## config.mk

```make
export PLATFORM = sky130hd
export DESIGN_NAME = sijb_ring
export DESIGN_NICKNAME = d
export VERILOG_FILES = /design/src/hdl/sijb_pkg.sv /design/src/hdl/sijb_ring.sv
export SDC_FILE = /design/constraint.sdc
export NUM_CORES = 2
export LEC_CHECK = 0
export ABC_AREA = 1
export BUFFER_PORTS_ARGS = -buffer_cell sky130_fd_sc_hd__clkbuf_2
export CORE_MARGIN = 2
export CORE_UTILIZATION = 35
export DETAILED_ROUTE_END_ITERATION = 12
export PLACE_DENSITY = 0.49
export SYNTH_ARGS = -nofsm -noshare
export SYNTH_HDL_FRONTEND = slang
export SYNTH_SLANG_ARGS = --single-unit
```

## constraint.sdc

```tcl
create_clock -name clk -period 8.28 [get_ports clk]
set_clock_uncertainty 0.2 [all_clocks]
set_input_delay 0.828 -clock clk [delete_from_list [all_inputs] [get_ports clk]]
set_output_delay 0.828 -clock clk [all_outputs]
set_load 0.02 [all_outputs]
```

## src/hdl/sijb_pkg.sv

```systemverilog
// Package for the sequenced input jitter buffer: widths, command and register
// codes, reset values, the ring record type and the controller state type.
// No dependencies.
`default_nettype none

package sijb_pkg;

    localparam int RING_DEPTH   = 64;
    localparam int PAYLOAD_BITS = 32;

    localparam int PTR_W      = $clog2(RING_DEPTH);
    localparam int CNT_W      = $clog2(RING_DEPTH + 1);
    localparam int SEQ_W      = 8;
    localparam int CMD_W      = 2;
    localparam int DELAY_W    = 24;
    localparam int MAXOCC_W   = 6;
    localparam int LINK_W     = 20;
    localparam int TICK_W     = 17;
    localparam int APB_ADDR_W = 4;
    localparam int APB_DATA_W = 32;
    localparam int STEP_W     = 8;

    localparam logic [CMD_W-1:0] CMD_ENQUEUE = 2'd0;
    localparam logic [CMD_W-1:0] CMD_TICK    = 2'd1;
    localparam logic [CMD_W-1:0] CMD_FLUSH   = 2'd2;

    localparam logic [1:0] REG_MAX_OCC   = 2'd0;
    localparam logic [1:0] REG_LINK_DLY  = 2'd1;
    localparam logic [1:0] REG_TICK_PER  = 2'd2;

    localparam logic [MAXOCC_W-1:0] MAXOCC_RESET = 6'd16;
    localparam logic [LINK_W-1:0]   LINK_RESET   = 20'd0;
    localparam logic [TICK_W-1:0]   TICK_RESET   = 17'd16667;
    localparam logic [DELAY_W-1:0]  DELAY_RESET  = 24'd200000;
    localparam logic [DELAY_W-1:0]  DELAY_MAX    = 24'hFFFFFF;
    localparam logic [STEP_W-1:0]   STEP_MAX     = 8'd255;

    localparam logic [9:0]  ALPHA_NUM  = 10'd655;
    localparam logic [15:0] ALPHA_KEEP = 16'd64881;
    localparam logic [15:0] ROUND_HALF = 16'd32768;

    typedef struct packed {
        logic [SEQ_W-1:0]        seq;
        logic [PAYLOAD_BITS-1:0] payload;
    } ring_rec_t;

    typedef enum logic [2:0] {
        ST_IDLE,
        ST_EXEC,
        ST_RD1,
        ST_CMP,
        ST_DELAY,
        ST_HEAD,
        ST_OUT
    } state_t;

endpackage

`default_nettype wire

```

## src/hdl/sijb_ring.sv

```systemverilog
// Record ring of the jitter buffer: a single-port synchronous memory with a
// registered read. Depends on sijb_pkg.
`default_nettype none

module sijb_ring
    import sijb_pkg::*;
(
    input  wire logic             clk,
    input  wire logic             we,
    input  wire logic [PTR_W-1:0] addr,
    input  wire ring_rec_t        wdata,
    output ring_rec_t             rdata
);

    ring_rec_t mem [RING_DEPTH];
    ring_rec_t rdata_reg;

    always_ff @(posedge clk)
    begin
        if (we)
        begin
            mem[addr] <= wdata;
        end
        rdata_reg <= mem[addr];
    end

    assign rdata = rdata_reg;

endmodule

`default_nettype wire

```

# Word-level counts from Yosys, hierarchy flattened

Memory sizes are Yosys's and may differ from the RTL's. A register that Yosys moved wholly into a read port is not among the register bits.
Index checks and enable logic that the tools add are counted.

Add/subtract/negate cells: 0
$mul: 0
Divide/modulo/power cells: 0
Order comparisons: 0
Equality and inequality tests: 0
Shift-type cells: 0
Mux-type cells: 2
Bitwise operators: 0
Reduce and logical (&&, ||, !) cells: 0

Operator list:

| cell             | number |
|---|---|
| 1-bit 2-to-1 mux | 2 |

Bits in registers: 0
Bits in latches: 0
Memory bits (writable): 2560
ROM bits: 0
Output and inout port bits: 40
Word-level logic and storage cells: 3
Memories: 1

Memories:

| name | depth | width | read ports | clocked after Yosys merged registers in | wr ports | RTL line        | RTL |
|---|---|---|---|---|---|---|---|
| mem  | 64    | 40    | 1          | 1                                       | 1        | sijb_ring.sv:15 | `ring_rec_t mem [RING_DEPTH];` |

# Logic depth before layout (Yosys ltp)

Word-level depth: 2
Gate-level depth with buffers: 15

# Least setup slack after synthesis

OpenSTA, ideal clock, no wires.

Path kind: input to register
From: input addr[0]
To: memory mem[41][0] (netlist bit) (enable)
Library setup time: 0.537 ns
Data arrival time: 5.391 ns
Data required time: 7.543 ns
Slack: 2.152 ns
Stages: 6
Buffers on the path: 4
Cell sequence: buf_4 -> inv_4 -> buf_6 -> buf_4 -> buf_4 -> nor4_1

RTL lines:

| what        | RTL line        | RTL |
|---|---|---|
| from (decl) | sijb_ring.sv:10 | `input wire logic [PTR_W-1:0] addr,` |
| to (decl)   | sijb_ring.sv:15 |  |

Straight into the memory's write port.

# Final worst setup path

From: input addr[1]
To: memory mem[22][12] (netlist bit) (enable)

Straight into the memory's write port.

==> metrics.md <==
| Metric | Value |
|---|---|
| Status | `completed` |
| Final period utilization | `54.7%` |
| Hold Path Class | `in2reg` |
| Fraction of synthesized cell area taken by the top area cell type | `71.2%` |
| Area of the core | `306000 µm²` |
| Max H-tree Level | `5` |
| Leakage power | `50.4 nW` |
| First-pass GRT wire length | `518 mm` |
| Die area | `313000 µm²` |
| Worst slew margin | `19.5%` |
| Clock tree sinks | `2600` |
| Vias in the first global route | `71.7k` |
| M1 WL | `158 mm` |
| Bufs on Longest Clock Path | `4` |
| Most frequent cells in the layout | `nand2_1, edfxtp_1, clkbuf_16, buf_4, nor2_1` |
| Antenna-violating nets left | `0` |
| Fin crit period | `4.53 ns` |
| Via density | `4.95` |
| Mean Syn Cell Area | `10.3 µm²` |
| Routability cong. | `0.812` |
| Uppermost layer routed | `met5` |
| CP arrival | `4.84 ns` |
| CP Capture Type | `register` |
| Clk_lat worst skew | `0.91 ns` |
| Layout cells sized above 1 | `6.78%` |
| Syn Std Cell Area | `108000 µm²` |
| Die Y | `560 µm` |
| Vias after detailed routing | `73.5k` |
| CP dominant cell by count | `buf_4` |
| Crit path launch | `addr[1]` |
| Worst EP required | `8.60 ns` |
| Slew at the pin closest to its max-slew limit | `1.20 ns` |
| CP Class | `in2reg` |
| Peak VDD IR | `169 µV` |
| PwrDens | `237 nW/µm²` |
| Worst reg2reg path endpoint | `rdata[26]` |
| #FFs+latches synth | `2600` |
| Hold path cells | `1` |
| Hpwl dp | `193 mm` |
| Worst R2R Setup Slack | `6.04 ns` |
| Power consumption | `29.0 mW` |
| Final Setup Violations | `0` |
| Worst setup endpoint | `mem[22][12]` |
| Synth unique cells | `23` |
| I/O pin cnt | `88` |
| Sequential share of the synthesized area | `71.9%` |
| Die Width | `560 µm` |
| FF-to-FF path depth | `10` |
| Synth top area cells | `edfxtp_1, nand2_1, buf_2` |
| Largest net degree at the start of global routing | `170` |
| Highest Clock Rate | `221 MHz` |
| Layout Cells excl Fill | `14.9k` |
| CTS Buf Count | `294` |
| 1st-iter DRT viols | `7655` |
| Area delta synth->final | `13.1%` |
| Gr ovfl total | `0` |
| Net count, final | `10.6k` |
| Most common cell after layout, fill and taps aside | `nand2_1` |
| Syn_nets | `10.6k` |
| Max reg flops | `2560` |
| Largest stage delay, worst path | `1.05 ns` |
| Drt total wl | `361 mm` |
| Root buf cell | `clkbuf_16` |
| Tot GR Track Use | `22.6%` |
| Met3 routed WL | `22.4 mm` |
| Initial antenna violation count | `27` |
| FP Rows | `203` |
| Drt drc | `0` |
| CP startpoint kind | `primary input` |
| Post-synthesis cell count | `10.5k` |
| CTS tree | `done` |
| Max-cap viol count | `0` |
| Final Hold Viols | `0` |
| CP Max Fanout | `92` |
| TNS Setup | `0 ns` |
| Clock-pin transition on the worst setup and hold timing paths | `0.06 ns` |
| Hold_ws | `0.0635 ns` |
| WL per Instance | `24.3 µm` |
| Crit-path cells | `buf_8, buf_4, nand4_1, nor2_4, buf_4` |
| Area leader, netlist | `edfxtp_1` |
| RSZ-0062 raised after global routing | `no` |
| Met2 wire len | `171 mm` |
| PortBufs | `87` |
| Placed cells | `14.3k` |
| Slew Viols, Final | `0` |
| TritonRoute pass-1 iters | `6` |
| Worst r2r src | `mem[57][26]` |
| YS warnings | `0` |
| CP max stage cell | `nor2_4` |
| Initial Utilization | `35.3%` |
| Worst Slack Setup Final | `3.75 ns` |
| Pre-CTS WS | `2.84 ns` |
## report_power, final
part           switching, mW  internal (mW)  leakage (nW)  total, mW
clock                   5.33           7.16          4.43       12.5
sequential            0.0804           14.6          23.4       14.7
combinational           1.43          0.376          22.6       1.81
## critical path: cells and delay by family
family / cells / cell delay [ns]
and+or+nand+nor: 2 / 2.05
buffers and inverters: 3 / 1.77
## stage by stage
stage / cell area [µm²] / utilization [%]
detailed placement: 113000 / 36.9
CTS: 122000 / 39.9
floorplan: 108000 / -
global placement: 113000 / 36.9
global route: 122000 / 39.9
finish: 122000 / 39.9
## Yosys cell counts, drive strengths merged
cell and count:
or2 6, inv 30, nand3 13, buf 358, clkbuf 172, o21ai 7
nor3 8, dfxtp 40, o211ai 5, nor2 153, nand2 7176, edfxtp 2560
nor4 2, nand4 2
## area by class of cell
| class | count | area [µm²] |
|---|---|---|
| timing repair buffer | 250 | 1920 |
| multi-input combinational | 7372 | 28300 |
| sequential | 2600 | 77700 |
| tap | 4100 | 5130 |
| clock inverter | 142 | 1260 |
| antenna | 10 | 25.0 |
| fill | 29900 | 184000 |
| clock buffer | 365 | 7760 |
| inverter | 30 | 144 |
## worst min path at each step
stage / from / to / slack [ns]
floorplan: mem[23][38] / rdata[38] / 0.40
global placement: mem[18][38] / rdata[38] / 0.55
detailed placement: mem[42][38] / rdata[38] / 0.54
CTS: wdata[18] / mem[63][18] / 0.02
global route: wdata[18] / mem[63][18] / 0.07
finish: wdata[18] / mem[62][18] / 0.06
## per-layer routing
layer / global-route usage, % / vias up
met5: 0 / -
li1: - / 34100
met4: 6.35 / 10
met2: 37.4 / 2422
met3: 3.23 / 491
met1: 30.9 / 36500
## logic make-up after synthesis
kind of cell | count (synthesis) | synth area share (%)
AO/OA/AOI/OAI | 12 | 0.0672
buffers and inverters | 560 | 2.38
flip-flops | 2600 | 71.9
AND/OR/NAND/NOR | 7360 | 25.6
## what timing repair did
item,4_1_cts,5_1_grt
endpoints found under the hold margin,3,0
hold buffers,3,0
buffers inserted,0,0
gates resized for setup,0,0
Power figures use the tool's default switching activity.
