--- config.mk ---
export PLATFORM = sky130hd
export DESIGN_NAME = sijb_delay
export DESIGN_NICKNAME = d
export VERILOG_FILES = /design/src/hdl/sijb_pkg.sv /design/src/hdl/sijb_delay.sv
export SDC_FILE = /design/constraint.sdc
export NUM_CORES = 2
export LEC_CHECK = 0
export BUFFER_PORTS_ARGS = -buffer_cell sky130_fd_sc_hd__buf_2
export CAP_MARGIN = 20
export CORE_MARGIN = 5
export CORE_UTILIZATION = 50
export CTS_BUF_LIST = sky130_fd_sc_hd__clkbuf_4 sky130_fd_sc_hd__clkbuf_8
export DETAILED_ROUTE_END_ITERATION = 7
export PLACE_DENSITY = 0.65
export REMOVE_ABC_BUFFERS = 1
export SYNTH_ARGS = -nofsm -noshare
export SYNTH_HDL_FRONTEND = slang
export SYNTH_SLANG_ARGS = --single-unit
export TNS_END_PERCENT = 100
--- constraint.sdc ---
create_clock -name clk -period 10.98 [get_ports clk]
set_input_delay 1.647 -clock clk [delete_from_list [all_inputs] [get_ports clk]]
set_output_delay 1.647 -clock clk [all_outputs]
set_load 0.03 [all_outputs]
--- src/hdl/sijb_pkg.sv ---
// Package for the sequenced input jitter buffer: widths, command and register
// codes, reset values, the ring record type and the controller state type.
// No dependencies.
`default_nettype none

package sijb_pkg;

    localparam int RING_DEPTH   = 64;
    localparam int PAYLOAD_BITS = 32;

    localparam int PTR_W      = $clog2(RING_DEPTH);
    localparam int CNT_W      = $clog2(RING_DEPTH + 1);
    localparam int SEQ_W      = 8;
    localparam int CMD_W      = 2;
    localparam int DELAY_W    = 24;
    localparam int MAXOCC_W   = 6;
    localparam int LINK_W     = 20;
    localparam int TICK_W     = 17;
    localparam int APB_ADDR_W = 4;
    localparam int APB_DATA_W = 32;
    localparam int STEP_W     = 8;

    localparam logic [CMD_W-1:0] CMD_ENQUEUE = 2'd0;
    localparam logic [CMD_W-1:0] CMD_TICK    = 2'd1;
    localparam logic [CMD_W-1:0] CMD_FLUSH   = 2'd2;

    localparam logic [1:0] REG_MAX_OCC   = 2'd0;
    localparam logic [1:0] REG_LINK_DLY  = 2'd1;
    localparam logic [1:0] REG_TICK_PER  = 2'd2;

    localparam logic [MAXOCC_W-1:0] MAXOCC_RESET = 6'd16;
    localparam logic [LINK_W-1:0]   LINK_RESET   = 20'd0;
    localparam logic [TICK_W-1:0]   TICK_RESET   = 17'd16667;
    localparam logic [DELAY_W-1:0]  DELAY_RESET  = 24'd200000;
    localparam logic [DELAY_W-1:0]  DELAY_MAX    = 24'hFFFFFF;
    localparam logic [STEP_W-1:0]   STEP_MAX     = 8'd255;

    localparam logic [9:0]  ALPHA_NUM  = 10'd655;
    localparam logic [15:0] ALPHA_KEEP = 16'd64881;
    localparam logic [15:0] ROUND_HALF = 16'd32768;

    typedef struct packed {
        logic [SEQ_W-1:0]        seq;
        logic [PAYLOAD_BITS-1:0] payload;
    } ring_rec_t;

    typedef enum logic [2:0] {
        ST_IDLE,
        ST_EXEC,
        ST_RD1,
        ST_CMP,
        ST_DELAY,
        ST_HEAD,
        ST_OUT
    } state_t;

endpackage

`default_nettype wire

--- src/hdl/sijb_delay.sv ---
// Delay tracker of the jitter buffer: a five-stage pipeline that smooths the
// total delay estimate with rounding and saturation. Depends on sijb_pkg.
`default_nettype none

module sijb_delay
    import sijb_pkg::*;
(
    input  wire logic                clk,
    input  wire logic                rst_n,
    input  wire logic                start,
    input  wire logic [PTR_W-1:0]    cnt_m1,
    input  wire logic [SEQ_W-1:0]    target,
    input  wire logic [LINK_W-1:0]   link_delay,
    input  wire logic [TICK_W-1:0]   tick_period,
    input  wire logic [DELAY_W-1:0]  smoothed,
    output logic                     done,
    output logic [DELAY_W-1:0]       result
);

    localparam int M1_W  = PTR_W + SEQ_W;
    localparam int M2_W  = M1_W + TICK_W;
    localparam int X_W   = ((M2_W > LINK_W) ? M2_W : LINK_W) + 1;
    localparam int PA_W  = 16 + DELAY_W;
    localparam int PB_W  = 10 + X_W;
    localparam int SUM_W = ((PA_W > PB_W) ? PA_W : PB_W) + 1;
    localparam int SH_W  = SUM_W - 16;

    logic [M1_W-1:0]    m1_reg;
    logic [M2_W-1:0]    m2_reg;
    logic [X_W-1:0]     x_reg;
    logic [PA_W-1:0]    pa_reg;
    logic [PB_W-1:0]    pb_reg;
    logic [DELAY_W-1:0] result_reg;
    logic [3:0]         valid_reg;
    logic               done_reg;

    logic [SUM_W-1:0]   sum;
    logic [SH_W-1:0]    shifted;
    logic [DELAY_W-1:0] result_next;

    always_comb
    begin
        sum = SUM_W'(pa_reg) + SUM_W'(pb_reg) + SUM_W'(ROUND_HALF);
        shifted = sum[SUM_W-1:16];
        if (|shifted[SH_W-1:DELAY_W])
        begin
            result_next = DELAY_MAX;
        end
        else
        begin
            result_next = shifted[DELAY_W-1:0];
        end
    end

    always_ff @(posedge clk)
    begin
        m1_reg     <= M1_W'(cnt_m1) * M1_W'(target);
        m2_reg     <= M2_W'(m1_reg) * M2_W'(tick_period);
        x_reg      <= X_W'(link_delay) + X_W'(m2_reg);
        pa_reg     <= PA_W'(ALPHA_KEEP) * PA_W'(smoothed);
        pb_reg     <= PB_W'(ALPHA_NUM) * PB_W'(x_reg);
        result_reg <= result_next;
    end

    always_ff @(posedge clk or negedge rst_n)
    begin
        if (!rst_n)
        begin
            valid_reg <= '0;
            done_reg  <= 1'b0;
        end
        else
        begin
            valid_reg <= {valid_reg[2:0], start};
            done_reg  <= valid_reg[3];
        end
    end

    assign done   = done_reg;
    assign result = result_reg;

endmodule

`default_nettype wire

### Yosys cells after proc, flatten, opt, wreduce, memory -nomap -nowiden

Cells that the tools add are included.

| word-level totals | value |
|---|---|
| output and inout port bits | 25 |
| flip-flop bits (word level) | 188 |
| logic and storage cells | 16 |

| operators by class | value |
|---|---|
| add/sub/neg operators | 3 |
| multipliers | 4 |
| reduce and logical (&&, ||, !) cells | 1 |

Operators with widths:

| operator | number |
|---|---|
| 40-bit by 42-bit adder with 43-bit output | 1 |
| 43-bit by 16-bit adder with 43-bit output (second input constant) | 1 |
| 10-bit by 32-bit multiplier with 42-bit output (first input constant) | 1 |
| 16-bit by 24-bit multiplier with 40-bit output (first input constant) | 1 |
| 20-bit by 31-bit adder with 32-bit output | 1 |
| 14-bit by 17-bit multiplier with 31-bit output | 1 |
| 6-bit by 8-bit multiplier with 14-bit output | 1 |
| 3-bit OR reduction | 1 |

### Logic depth before layout (Yosys ltp)

| depth | value |
|---|---|
| word-level depth | 3 |
| depth in mapped cells | 24 |

### Worst setup path after synthesis

No wires, ideal clock.

| path | value |
|---|---|
| path kind | input-to-reg |
| from | in tick_period[0] |
| to | reg m2_reg[30] |
| arrival | 7347 ps |
| stages on the path | 21 |
| slack | 3561 ps |
| path buffers | 1 |
| path through | clkbuf_1 > nand2_1 > fa_1 > fa_1 > inv_1 > fa_1 > fa_1 > fa_1 > inv_1 > fa_1 > inv_1 > ha_1 > a21o_1 > a21o_1 > a2111oi_4 > o31ai_1 > a211o_2 > a221oi_2 > o31ai_1 > a21oi_1 > xnor2_1 |

| on the way | value |
|---|---|
| longest elaborated chain between the ends | 1 |

RTL lines:

| element | RTL line | RTL |
|---|---|---|
| from (decl) | sijb_delay.sv:14 | `input wire logic [TICK_W-1:0] tick_period,` |
| 14-bit by 17-bit multiplier with 31-bit output | sijb_delay.sv:58 | `m2_reg <= M2_W'(m1_reg) * M2_W'(tick_period);` |
| to (signal assigned) | sijb_delay.sv:58 |  |
| to (decl) | sijb_delay.sv:29 | `logic [M2_W-1:0] m2_reg;` |

No other way between the ends.
A chain may end at the register's enable or synchronous reset.

### Final worst setup path

| path | value |
|---|---|
| from | in tick_period[0] |
| to | reg m2_reg[29] |

The elaborated chain is that of the path after synthesis.

==> flow_summary.ini <==
[final_layout]
multi_input_area_sq_mm = 0.0226
diodes = 0
synthToLayoutAreaGrowth_pct = 5.97
drive_above_1_share_pct = 5.99
regArea_sq_mm = 0.00379
nNetsFinal = 4024
largest_register_ffs = 42
fillCellCount = 5094
final_cell_mix = inv_1 (554), ha_1 (526), fa_1 (460)
final_common_cell = inv_1

[logic_synthesis]
synthArstFlopShare_pct = 2.66
synth-main-ff-cell = dfxtp_1
netlist_instances = 2884
synth-seq-area-share_pct = 13.2
synth-edff-count = 0
synth_area_per_cell_sq_um = 9.94
yosysWarnings = 0
ys_ff_latch = 188
syn-cell-area_sq_mm = 0.0287
synthDistinctLibCells = 88

[setup_path]
max_stage_delay_ns = 0.56
crit_chain = buf_2 > nand2_1 > fa_1 > fa_1 > inv_1 > fa_1 > fa_1 > fa_1 > inv_1 > fa_1 > inv_1 > ha_1 > a21o_1 > a21o_1 > a2111oi_4 > o31ai_1 > a31oi_1 > a21oi_1 > nor2b_1 > a211oi_2 > xnor2_1
crit_top_cell = fa_1
cp_max_fo = 14
r2r_cells = 20
start_kind = input pin
arrival_ns = 7.73
required_ns = 11.44
end_kind = flip-flop
path_class = input pin to flip-flop
cp_num_buf_inv = 4
cp_slowest_cell = fa_1
worst-r2r-setup-slack_ns = 4.14
r2r_start = m1_reg[13]
worstReg2RegEnd = m2_reg[29]
cp_top_family = adder cells

[timing]
period_needed_ns = 7.27
rsz0062_at_grt = false
tns_ns = 0
skew_ns = 0.0236
fmax_mhz = 138
drv_slew = 0
tightest_slew_ns = 0.903
finalHoldViolCount = 0
finalSetupViolations = 0
period_share_pct = 66.2
slew_headroom_pct = 39.7

[floorplanning]
ios = 103
rows = 87
die-area_sq_mm = 0.0622
start_util_pct = 50.7
coreArea_sq_mm = 0.0566
die_h_um = 249
dieWidth_um = 249

[route]
drtAntennaViolNets = 0
post-route-drc-count = 0
viasPerCell = 5.24
drt-pass1-iter-count = 5
num_vias = 19600
drtIter0Drc = 855
wire_per_inst_um = 16.5
routed_wl_mm = 61.5

[clock_tree]
cts_made_buffers = 17
tritoncts = done
cts-resized-gates = 0
h-tree-depth = 4
insertion_delay_ns = 0.55
clockBufferDepth = 2
clkTransAtPathRegs_ns = 0.12
cts_setup_buffers = 0
cts_hold_buf = 0
numClockSinks = 188
cts_root_buffer = clkbuf_8

[placement]
dpl.hpwl_mm = 53.4
port_buffers = 102
place.gp.congestion = 0.908

[global_routing]
overflow = 0
grt_pass1_vias = 21200
antenna_found_initial = 0
grt_first_pass_wirelength_mm = 105
grt_max_degree = 24
grt_util_all_layers_pct = 20.4

[min_path]
hp-class = flip-flop to flip-flop
holdPathEnd = valid_reg[1]
hold_depth = 0
min_from = valid_reg[0]

[outcome]
outcome = complete, no violations

[job]
drv_cap = 0
[through the flow]
step	hold slack, ns	util, %	std cells	worst slack (ns)	instance area (sq um)
3_5_place_dp	0.336	52.9	3697	3.13	29900
3_3_place_gp	0.337	52.9	3697	3.28	29900
2_1_floorplan	0.331	-	2838	3.81	28500
5_1_grt	0.373	53.7	3729	3.34	30400
6_report	0.363	53.7	3729	3.71	30400
4_1_cts	0.367	53.7	3729	3.74	30400
[cells in the mapped netlist, drive strengths merged, types with 3 or more instances]
cell type	count	area share, %
inv	554	7.3
ha	526	23
fa	460	32
nand2	242	3.2
dfxtp	183	13
and2	131	2.9
a21oi	118	2.1
xnor2	101	3.1
a21o	75	2.0
nor2	65	0.85
o21ai	62	1.2
xor2	52	1.6
clkbuf	42	0.55
nand3	24	0.42
o21bai	24	0.63
nor3	21	0.38
nand4	20	0.46
o21a	17	0.45
a31oi	14	0.38
nor2b	13	0.28
a211oi	12	0.38
and3	11	0.24
nand2b	10	0.22
o211ai	10	0.28
or3	8	0.19
o31ai	7	0.25
a41oi	6	0.18
a2111oi	5	0.26
dfrtp	5	0.44
nor4	5	0.15
or2	5	0.11
a31o	4	0.12
and4	4	0.12
buf	4	0.11
a211o	3	0.096
a21boi	3	0.079
a221oi	3	0.14
a41o	3	0.11
o221ai	3	0.11
[how the worst max path moves through the flow]
stage	startpoint	to	cells past startpoint	slack (ns)
3_3_place_gp	tick_period[0]	m2_reg[30]	21	3.28
3_5_place_dp	tick_period[0]	m2_reg[29]	21	3.13
2_1_floorplan	tick_period[0]	m2_reg[30]	20	3.81
4_1_cts	tick_period[0]	m2_reg[29]	21	3.74
5_1_grt	tick_period[0]	m2_reg[29]	21	3.34
6_report	tick_period[0]	m2_reg[29]	21	3.71
[routing by layer]
layer  vias to the layer above  track usage [%]  routed length, um
li1                       9435                -                  -
met1                      9682             26.2              26600
met2                       356             36.4              31200
met3                        84             2.84               2150
met4                         0             5.71               1500
met5                         -                0                  0
[layout make-up]
type	count	share of cell area [%]
timing repair buffer	103	1.70
sequential	188	12.5
clock buffer	17	0.770
tap	756	3.11
inverter	555	6.86
clock inverter	15	0.675
multi-input combinational	2095	74.4
[kinds of logic after synthesis]
group | share of synthesized area, %
simple gates | 9.74
flops | 13.2
fa+ha+maj | 55.1
buf+inv | 7.93
compound gates | 9.29
xor+xnor | 4.67
mux | 0.0785
Power is not shown: default switching activity piles up to over one toggle a cycle in this logic, so the estimate is an artifact.
